[src/design/bcc_pkg.sv]
// ----------------------------------------------------------------------------
// Button click classifier package
// Widths, register indexes, reset values and shared types.
// ----------------------------------------------------------------------------
package bcc_pkg;

    // Field widths.
    localparam int PIN_W   = 4;
    localparam int LED_W   = 2 * PIN_W;
    localparam int DEB_W   = 4;
    localparam int TICK_W  = 16;
    localparam int CLICK_W = 2;
    localparam int CFG_IDX_W  = 2;
    localparam int CFG_DATA_W = 16;

    // Default number of buttons served.
    localparam int NUM_BUTTONS_DEFAULT = 4;

    // Saturation limits.
    localparam logic [DEB_W-1:0]   DEB_MAX   = '1;
    localparam logic [TICK_W-1:0]  TICK_MAX  = '1;
    localparam logic [CLICK_W-1:0] CLICK_MAX = '1;

    // Register indexes.
    localparam logic [CFG_IDX_W-1:0] CFG_IDX_DEBOUNCE = 2'd0;
    localparam logic [CFG_IDX_W-1:0] CFG_IDX_LONG     = 2'd1;
    localparam logic [CFG_IDX_W-1:0] CFG_IDX_GAP      = 2'd2;

    // Register reset values.
    localparam logic [DEB_W-1:0]  DEBOUNCE_RESET = 4'd3;
    localparam logic [TICK_W-1:0] LONG_RESET     = 16'd30;
    localparam logic [TICK_W-1:0] GAP_RESET      = 16'd15;

    // Configuration seen by every button.
    typedef struct packed {
        logic [DEB_W-1:0]  debounce_samples;
        logic [TICK_W-1:0] long_press_ticks;
        logic [TICK_W-1:0] click_gap_ticks;
    } t_cfg;

    // Events one button reports for one tick.
    typedef struct packed {
        logic long_press;
        logic single_click;
        logic double_click;
    } t_btn_ev;

endpackage

[src/design/bcc_button.sv]
// ----------------------------------------------------------------------------
// Button click classifier, one button
// Debounces one raw level and classifies presses into long, single and double.
// ----------------------------------------------------------------------------
module bcc_button (
    input  logic            i_clk,
    input  logic            i_rst_n,
    input  logic            i_step,
    input  logic            i_raw,
    input  bcc_pkg::t_cfg   i_cfg,
    output bcc_pkg::t_btn_ev o_ev
);
    import bcc_pkg::*;

    typedef enum logic [1:0] {
        PH_IDLE     = 2'd0,
        PH_PRESSED  = 2'd1,
        PH_RELEASED = 2'd2
    } t_phase;

    logic               r_stable, n_stable;
    logic [DEB_W-1:0]   r_deb, n_deb;
    logic [TICK_W-1:0]  r_held, n_held;
    t_phase             r_phase, n_phase;
    logic [CLICK_W-1:0] r_click, n_click;
    t_btn_ev            n_ev;
    logic [DEB_W-1:0]   deb_inc;
    logic [TICK_W-1:0]  held_inc;

    // One tick of debounce and classification.
    always_comb begin
        n_ev     = '0;
        n_stable = r_stable;
        n_click  = r_click;
        n_phase  = r_phase;

        // The tick counter runs in every phase but idle.
        held_inc = r_held;
        if (r_phase != PH_IDLE && r_held != TICK_MAX) begin
            held_inc = r_held + 1'b1;
        end
        n_held = held_inc;

        // A level change is taken after enough differing samples in a row.
        deb_inc = r_deb;
        if (r_stable != i_raw) begin
            if (r_deb != DEB_MAX) begin
                deb_inc = r_deb + 1'b1;
            end
            if (deb_inc >= i_cfg.debounce_samples) begin
                n_stable = i_raw;
                n_deb    = '0;
            end else begin
                n_deb    = deb_inc;
            end
        end else begin
            n_deb = '0;
        end

        case (r_phase)
            PH_PRESSED: begin
                if (n_stable) begin
                    if (held_inc >= i_cfg.long_press_ticks) begin
                        n_ev.long_press = 1'b1;
                        n_phase         = PH_IDLE;
                    end else begin
                        n_held  = '0;
                        n_phase = PH_RELEASED;
                    end
                end else if (held_inc >= i_cfg.long_press_ticks) begin
                    n_click = '0;
                end
            end
            PH_RELEASED: begin
                if (held_inc >= i_cfg.click_gap_ticks) begin
                    n_phase = PH_IDLE;
                    if (r_click == 2'd1) begin
                        n_ev.single_click = 1'b1;
                    end else if (r_click == 2'd2) begin
                        n_ev.double_click = 1'b1;
                    end
                end else if (!n_stable) begin
                    if (r_click != CLICK_MAX) begin
                        n_click = r_click + 1'b1;
                    end
                    n_held  = '0;
                    n_phase = PH_PRESSED;
                end
            end
            default: begin
                n_phase = PH_IDLE;
                if (!n_stable) begin
                    n_held  = '0;
                    n_click = 2'd1;
                    n_phase = PH_PRESSED;
                end
            end
        endcase
    end

    assign o_ev = n_ev;

    // Per-button state, advanced once per processed tick.
    always_ff @(posedge i_clk) begin
        if (!i_rst_n) begin
            r_stable <= 1'b1;
            r_deb    <= '0;
            r_held   <= '0;
            r_phase  <= PH_IDLE;
            r_click  <= '0;
        end else if (i_step) begin
            r_stable <= n_stable;
            r_deb    <= n_deb;
            r_held   <= n_held;
            r_phase  <= n_phase;
            r_click  <= n_click;
        end
    end

endmodule

[src/design/button_click_classifier.sv]
// ----------------------------------------------------------------------------
// Button click classifier
// Debounces up to four active-low buttons and reports long, single and double
// presses, toggling an eight-bit indicator pattern.
// ----------------------------------------------------------------------------
// Each input word is one sampling tick and yields exactly one result word. A
// word is registered on entry, classified by one pass of per-button logic and
// held in the result register; one word per clock is sustained while the
// result is not stalled, as set by that single pass through the button logic.
// The input side stalls only while both the entry and result registers are
// full and the result is stalled. Registers (debounce samples, long press
// ticks, click gap ticks) are written via the always-ready configuration port;
// the user must do so while no word is in flight; the block does not check it.
module button_click_classifier #(
    parameter int NUM_BUTTONS = bcc_pkg::NUM_BUTTONS_DEFAULT
) (
    input  logic                           i_clk,
    input  logic                           i_rst_n,
    // Input channel.
    input  logic                           i_valid,
    output logic                           o_stall,
    input  logic [bcc_pkg::PIN_W-1:0]      i_pin_levels,
    // Result channel.
    output logic                           o_valid,
    input  logic                           i_stall,
    output logic [bcc_pkg::LED_W-1:0]      o_led_pattern,
    output logic [bcc_pkg::PIN_W-1:0]      o_long_press_events,
    output logic [bcc_pkg::PIN_W-1:0]      o_single_click_events,
    output logic [bcc_pkg::PIN_W-1:0]      o_double_click_events,
    // Configuration write channel.
    input  logic                           i_cfg_valid,
    output logic                           o_cfg_ready,
    input  logic [bcc_pkg::CFG_IDX_W-1:0]  i_cfg_index,
    input  logic [bcc_pkg::CFG_DATA_W-1:0] i_cfg_data
);
    import bcc_pkg::*;

    t_cfg             r_cfg;
    logic             r_in_valid;
    logic [PIN_W-1:0] r_pins;
    logic             r_out_valid;
    logic [LED_W-1:0] r_led, n_led;
    logic [PIN_W-1:0] r_ev_long, r_ev_single, r_ev_double;
    logic [PIN_W-1:0] ev_long, ev_single, ev_double;
    logic             out_load, step, in_load;

    // Pipeline flow: the result register frees when empty or taken.
    assign out_load = !r_out_valid || !i_stall;
    assign step     = r_in_valid && out_load;
    assign in_load  = !r_in_valid || out_load;
    assign o_stall  = !in_load;
    assign o_valid  = r_out_valid;
    assign o_cfg_ready = 1'b1;

    // Configuration registers; unknown indexes are ignored.
    always_ff @(posedge i_clk) begin
        if (!i_rst_n) begin
            r_cfg.debounce_samples <= DEBOUNCE_RESET;
            r_cfg.long_press_ticks <= LONG_RESET;
            r_cfg.click_gap_ticks  <= GAP_RESET;
        end else if (i_cfg_valid) begin
            case (i_cfg_index)
                CFG_IDX_DEBOUNCE: r_cfg.debounce_samples <= i_cfg_data[DEB_W-1:0];
                CFG_IDX_LONG:     r_cfg.long_press_ticks <= i_cfg_data[TICK_W-1:0];
                CFG_IDX_GAP:      r_cfg.click_gap_ticks  <= i_cfg_data[TICK_W-1:0];
                default:          ;
            endcase
        end
    end

    // Per-button classifiers; absent buttons report nothing.
    for (genvar b = 0; b < PIN_W; b++) begin : g_btn
        if (b < NUM_BUTTONS) begin : g_used
            t_btn_ev ev;
            bcc_button u_button (
                .i_clk   (i_clk),
                .i_rst_n (i_rst_n),
                .i_step  (step),
                .i_raw   (r_pins[b]),
                .i_cfg   (r_cfg),
                .o_ev    (ev)
            );
            assign ev_long[b]   = ev.long_press;
            assign ev_single[b] = ev.single_click;
            assign ev_double[b] = ev.double_click;
        end else begin : g_unused
            assign ev_long[b]   = 1'b0;
            assign ev_single[b] = 1'b0;
            assign ev_double[b] = 1'b0;
        end
    end

    // Long and double presses toggle the low bit, single clicks the high bit.
    always_comb begin
        n_led = r_led;
        for (int b = 0; b < PIN_W; b++) begin
            n_led[b]         = r_led[b] ^ (ev_long[b] | ev_double[b]);
            n_led[b + PIN_W] = r_led[b + PIN_W] ^ ev_single[b];
        end
    end

    // Entry register.
    always_ff @(posedge i_clk) begin
        if (!i_rst_n) begin
            r_in_valid <= 1'b0;
        end else if (in_load) begin
            r_in_valid <= i_valid;
        end
    end

    always_ff @(posedge i_clk) begin
        if (in_load && i_valid) begin
            r_pins <= i_pin_levels;
        end
    end

    // Result register and indicator pattern.
    always_ff @(posedge i_clk) begin
        if (!i_rst_n) begin
            r_out_valid <= 1'b0;
            r_led       <= '0;
        end else begin
            if (out_load) begin
                r_out_valid <= r_in_valid;
            end
            if (step) begin
                r_led <= n_led;
            end
        end
    end

    always_ff @(posedge i_clk) begin
        if (step) begin
            r_ev_long   <= ev_long;
            r_ev_single <= ev_single;
            r_ev_double <= ev_double;
        end
    end

    assign o_led_pattern         = r_led;
    assign o_long_press_events   = r_ev_long;
    assign o_single_click_events = r_ev_single;
    assign o_double_click_events = r_ev_double;

endmodule

[config.mk]
export PLATFORM = sky130hd
export DESIGN_NAME = button_click_classifier
export DESIGN_NICKNAME = d
export VERILOG_FILES = /design/src/design/bcc_pkg.sv /design/src/design/bcc_button.sv /design/src/design/button_click_classifier.sv
export SDC_FILE = /design/constraint.sdc
export NUM_CORES = 1
export LEC_CHECK = 0
export ABC_AREA = 1
export BUFFER_PORTS_ARGS = -buffer_cell sky130_fd_sc_hd__buf_2
export CAP_MARGIN = 20
export CELL_PAD_IN_SITES_DETAIL_PLACEMENT = 1
export CELL_PAD_IN_SITES_GLOBAL_PLACEMENT = 1
export CORE_ASPECT_RATIO = 0.9
export CORE_MARGIN = 2
export CORE_UTILIZATION = 45
export CTS_CLUSTER_SIZE = 40
export DETAILED_ROUTE_END_ITERATION = 8
export PLACE_DENSITY = 0.81
export SYNTH_ARGS = -nofsm -noshare
export SYNTH_HDL_FRONTEND = slang
export SYNTH_SLANG_ARGS = --single-unit
export TNS_END_PERCENT = 100
[constraint.sdc]
create_clock -name i_clk -period 9.17 [get_ports i_clk]
set_input_delay 0 -clock i_clk [delete_from_list [all_inputs] [get_ports i_clk]]
set_output_delay 0 -clock i_clk [all_outputs]
set_load 0.01 [all_outputs]
==> results of run 1 <==
[synth_stat cells, types with 10 or more instances]
library cell  count
nand2_1         574
nor3_1           29
nand3_1          78
xor2_1           56
nor2_1          186
a21oi_1         175
edfxtp_1         16
clkbuf_1         31
o21ai_0          56
o21ai_1          19
o21bai_1         10
ha_1            176
dfxtp_1         146
nand4_1          38
o211ai_1         10
buf_2            10
inv_1           279
[through the flow]
| step | std cells | worst slack, ns | area (µm²) | total power [mW] |
|---|---|---|---|---|
| CTS | 2390 | 4.901 | 14320 | 2.243 |
| finish | 2390 | 4.963 | 14320 | 2.237 |
| floorplan | 1969 | 6.156 | 12990 | 1.278 |
| global route | 2390 | 4.532 | 14320 | 2.377 |
| global placement | 2331 | 5.091 | 13460 | 1.432 |
| detailed placement | 2331 | 5.004 | 13460 | 1.475 |
[registers in the layout (all words and copies together) (netlist names)]
| register | count |
|---|---|
| o_single_click_events | 4 |
| g_btn.g_used.u_button.r_click | 8 |
| o_double_click_events | 4 |
| o_long_press_events | 4 |
| g_btn.g_used.u_button.r_deb | 16 |
| g_btn.g_used.u_button.r_phase | 8 |
| g_btn.g_used.u_button.r_stable | 4 |
| r_pins | 4 |
| r_cfg | 36 |
| g_btn.g_used.u_button.r_held | 64 |
| o_led_pattern | 8 |
| o_valid | 1 |
| r_in_valid | 1 |
[worst max-delay path, cell delays in order, from the launching register on]
cell     delay, ns
dfxtp_1       0.40
ha_1          0.21
nand2_1       0.09
inv_2         0.07
nand2_1       0.08
nor2_2        0.17
nand3_1       0.15
nand2_4       0.15
inv_4         0.12
o21ai_1       0.35
inv_1         0.13
ha_1          0.33
a21oi_1       0.15
a21oi_1       0.09
nor2_1        0.32
nand2_1       0.13
nand2_1       0.09
nand4_1       0.65
nand2_1       0.26
a21oi_1       0.09
[power breakdown]
part | internal [mW] | switching [mW]
combinational | 0.231 | 0.474
clock | 0.428 | 0.328
sequential | 0.746 | 0.0284
[logic make-up after synthesis]
| group | count (synthesis) | synth area share (%) |
|---|---|---|
| other | 1 | 0.02887 |
| multiplexers | 4 | 0.3467 |
| flip-flops | 162 | 26.20 |
| AND/OR/NAND/NOR | 937 | 30.01 |
| adder cells (fa/ha/maj) | 176 | 16.95 |
| XOR/XNOR | 63 | 4.247 |
| buffers and inverters | 340 | 10.42 |
| AO/OA/AOI/OAI | 286 | 11.80 |
[per-layer routing]
layer / wire length, µm / vias to the layer above / global-route usage, %
li1: - / 6402 / -
met1: 18860 / 6212 / 34.70
met2: 19980 / 175 / 50.71
met3: 1189 / 70 / 3.618
met4: 1293 / 0 / 10.98
met5: 0 / - / 0
[worst paths after layout]
kind / startpoint / end / slack (ns) / cells after the start
worst min register to register: g_btn[1].g_used.u_button.r_phase[0] / g_btn[1].g_used.u_button.r_phase[0] / 0.49 / 2
worst min-delay path: i_cfg_valid / r_cfg[17] / 0.04 / 4
worst max-delay path: g_btn[3].g_used.u_button.r_held[0] / g_btn[3].g_used.u_button.r_held[8] / 4.96 / 19
worst max register to register: g_btn[3].g_used.u_button.r_held[0] / g_btn[3].g_used.u_button.r_held[8] / 4.96 / 19
[repair_timing]
action	in CTS	in global routing
endpoints found under the hold margin	42	0
hold buffers	27	0
buffers inserted	0	0
resized for setup	0	0
[final cells by class]
type / instances / area share [%]
Clock buffer: 19 / 3.023
Multi-Input combinational cell: 1467 / 57.54
Sequential cell: 162 / 23.77
Clock inverter: 13 / 1.118
Tap cell: 360 / 3.145
Inverter: 290 / 7.637
Timing Repair Buffer: 79 / 3.775
==> impl_metrics.toml, run 1 <==
[die]
initial_core_util_pct = 46.14
io_pins = 50
rows = 58
die_x_um = 183.1
core_area_um2 = 28160
die_h_um = 165.2
design.die.area_um2 = 30250

[setup_path]
worstPathMaxFanout = 24
arrival_ns = 4.49
crit_type = "flip-flop to flip-flop"
crit_required_ns = 9.45
endpoint_kind = "flip-flop"
startpoint_type = "flip-flop"

[pwr]
peakVddDrop_uv = 140.0
power-per-cell-area_nw_per_um2 = 156.2
power.leakage_nw = 6.919

[clock_tree]
h-tree-depth = 4
cts.sinks = 162
clock_latency_ns = 0.45
clkTransAtPathRegs_ns = 0.07
clockBufferDepth = 2
cts_tree = "built"
cts_buffers = 17
cts_root_buffer = "clkbuf_16"

[yosys]
syn_area_um2 = 12990
syn_area_per_cell_um2 = 6.598
ys_async_sr_fraction_pct = 0
syn_nets = 2172
synth-edff-count = 16
yosysTopAreaCell = "dfxtp_1"
yosysWarnings = 0
netlist.area_leader.share_pct = 22.50
synth.distinct_cells = 42
ys_ff_latch = 162
ys_seq_area_share_pct = 26.20
synth_area_leaders = "dfxtp_1, ha_1, nand2_1"
synth_ff_type = "dfxtp_1"
synth_cells = 1969

[finish]
mostFrequentLayoutCells = "nand2_1, inv_1, nor2_1"
n_antenna_cell = 0
layout.area.seq_um2 = 3403
syn_to_final_growth_pct = 10.23
utilization_pct = 50.86
multi_input_area_um2 = 8239
num-nets-final = 2220
final_common_cell = "nand2_1"
fillers = 3804
drive_gt1_share_pct = 6.355

[timing]
period_minus_slack_ns = 4.207
fin_skew_ns = 0.01686
fin_crit_sh_pct = 45.88
maxSlewViolCount = 0
timing.hold.ws_ns = 0.04381
max_freq_mhz = 237.7
rsz0062_at_grt = "no"
relSlewSlack_pct = 36.34
worst_pin_slew_ns = 0.9522
setup_viol = 0
hold_viol = 0
setup_tns_ns = 0

[detailed_routing]
drc = 0
wl_per_cell_um = 17.29
wl_um = 41320
drt-initial-drc-count = 559
drtPass1Iterations = 5
ant_nets = 0
via_per_inst = 5.380
via_count = 12860

[placed_design]
hpwlAfterDp_um = 31050
gp_congestion = 0.8929
io_buffers = 48

[global_route]
grt_usage_pct = 28.31
grt_pass1_vias = 13580
grt-ovfl-total = 0
grt_max_degree = 61
grt_pass1_wl_um = 68190
antenna_found_initial = 0

[min_path]
hp-class = "input port to flip-flop"

[status]
status = "complete, no violations"

[flow_run]
maxCapViolCount = 0
(Power assumes the default switching activity.)
==> inputs of run 2 (changes only) <==
==> constraint.sdc (replaced) <==
create_clock -name i_clk -period 4.35 [get_ports i_clk]
set_input_delay 0 -clock i_clk [delete_from_list [all_inputs] [get_ports i_clk]]
set_output_delay 0 -clock i_clk [all_outputs]
set_load 0.01 [all_outputs]
==> run 2 against run 1 <==
Against the previous run:
- utilization up 0.24 points
- die area unchanged
- non-clock buffer count rose by 8
- cell area up 0.46%
- routed wire length is 0.45% higher
- critical path depth increased by 2
- cell count up 0.38%
- sequential power increased by 110%
- setup slack worse by 4.3 ns
- first-iteration DRC count rose by 8.1%
- clock power increased by 100%
- power increased by 110%
- critical path type unchanged
- critical endpoint is now g_btn[3].g_used.u_button.r_held[13]
==> impl_metrics.toml, run 2 (same netlist as run 1, synthesis figures left out) <==
[clock_tree]
cts_tree = "built"
clkTransAtPathRegs_ns = 0.07
cts.sinks = 162
clockBufferDepth = 2
h-tree-depth = 4
cts_root_buffer = "clkbuf_16"
clock_latency_ns = 0.45
cts_buffers = 17

[status]
status = "complete, no violations"

[detailed_routing]
via_count = 12890
drc = 0
drtPass1Iterations = 5
ant_nets = 0
via_per_inst = 5.372
wl_um = 41500
wl_per_cell_um = 17.30
drt-initial-drc-count = 604

[setup_path]
crit_required_ns = 4.72
arrival_ns = 4.09
endpoint_kind = "flip-flop"
startpoint = "g_btn[3].g_used.u_button.r_held[0]"
rrSetupSlack_ns = 0.63
path_delay_family = "simple AND/OR/NAND/NOR gates"
worstPathCellList = "ha_1, nand2_1, inv_2, nand2_1, nor2_2, nand3_1, nand2_4, inv_4, or2_2, nand2_1, inv_1, ha_1, nand4_1, nor3_1, nand2_1, nand2_1, nand2_1, nand4_1, buf_4, nand2_1, a21oi_1"
cp_slowest_cell = "dfxtp_1"
cp.depth = 21
worst_path_most_repeated_cell = "nand2_1"
startpoint_type = "flip-flop"
critPathMaxStageDelay_ns = 0.40
cp-endpoint = "g_btn[3].g_used.u_button.r_held[13]"
worstReg2RegStart = "g_btn[3].g_used.u_button.r_held[0]"
r2r-end = "g_btn[3].g_used.u_button.r_held[13]"
critical_path_buf_inv_count = 4
rr_worst_depth = 21
crit_type = "flip-flop to flip-flop"
worstPathMaxFanout = 24

[timing]
fin_ws_ns = 0.6283
maxSlewViolCount = 0
period_minus_slack_ns = 3.722
timing.hold.ws_ns = 0.02895
setup_viol = 0
fin_skew_ns = 0.01167
rsz0062_at_grt = "no"
setup_tns_ns = 0
relSlewSlack_pct = 31.85
fin_crit_sh_pct = 85.56
worst_pin_slew_ns = 1.019
hold_viol = 0
max_freq_mhz = 268.7

[global_route]
grt_pass1_vias = 13390
met3_usage_pct = 3.553
grt_pass1_wl_um = 67660
antenna_found_initial = 1
busiest_layer = "met2"
grt_usage_pct = 28.02
grt_max_degree = 61
gr-usage-met1_pct = 34.57
grt-ovfl-total = 0
use_met2_pct = 50.65

[die]
die_h_um = 165.2
die_x_um = 183.1
rows = 58
io_pins = 50
design.die.area_um2 = 30250
initial_core_util_pct = 46.14
core_area_um2 = 28160

[finish]
largestRegisters = "g_btn.g_used.u_button.r_held: 64 flops, r_cfg: 36 flops, g_btn.g_used.u_button.r_deb: 16 flops"
instances_no_fill = 2399
syn_to_final_growth_pct = 10.74
final_area_um2 = 14390
drive_gt1_share_pct = 6.820
max_flop_register = "g_btn.g_used.u_button.r_held"
final_common_cell = "nand2_1"
utilization_pct = 51.09
fillers = 3800
largest_reg_flops = 64
num-nets-final = 2228
mostFrequentLayoutCells = "nand2_1, inv_1, nor2_1"

[pwr]
finalPower_mw = 4.677
power-per-cell-area_nw_per_um2 = 325.1
peakVddDrop_uv = 291.7
power.leakage_nw = 6.955

[placed_design]
dpl.cell_count = 2337
gp_congestion = 0.8914
place_area_um2 = 13510
pre_cts_slack_ns = 0.7270
io_buffers = 48
hpwlAfterDp_um = 30960

[min_path]
hp-class = "input port to flip-flop"

[flow_run]
maxCapViolCount = 0
run 2: cell count changes in the layout (fill, tap and decap cells not counted), moves of 2 or more:
cell / delta
inv_6: +2
clkinv_1: -2
clkbuf_1: -2
clkbuf_8: +2
buf_4: +5
dlygate4sd3_1: +2
bufinv_16: -2
clkinv_4: +2
run 2: cell type report:
type,count,area [µm²],share of cell area [%]
diodes,1,2.502,0.01739
clock inverters,13,126.4,0.8784
multi-input cells,1467,8239,57.27
flip-flops and latches,162,3403,23.66
well taps,360,450.4,3.131
clock buffers,19,452.9,3.148
inverters,290,1094,7.601
repair buffers,87,618.1,4.296
run 2: timing repair:
item,in CTS,in global routing
hold buffers,29,0
resized for setup,0,0
buffers inserted,0,0
endpoints found under the hold margin,42,0
run 2: how the worst min path moves through the flow:
stage	from	end	slack, ns	depth (start not counted)
finish	i_cfg_valid	r_cfg[19]	0.03	4
global route	i_cfg_valid	r_cfg[32]	0.05	5
CTS	i_cfg_valid	r_cfg[19]	0.01	4
detailed placement	i_pin_levels[3]	r_pins[3]	0.18	1
global placement	i_pin_levels[3]	r_pins[3]	0.18	1
floorplan	i_pin_levels[0]	r_pins[0]	0.1	0
run 2: metal layers:
metal	share of wire [%]	routed length, µm
met4	2.5	1047
met2	49	20390
met1	46	19020
met5	0	0
met3	2.5	1046
run 2: power by group:
group	leakage (nW)	internal (mW)	switching, mW
clock	0.270	0.828	0.714
combinational	5.35	0.496	1.01
sequential	1.34	1.57	0.0606
total	6.96	2.90	1.78
run 2: worst min-delay path, stage by stage:
cell,delay (ns)
buf_2,0.10
inv_1,0.08
nor3_2,0.10
o211ai_1,0.16
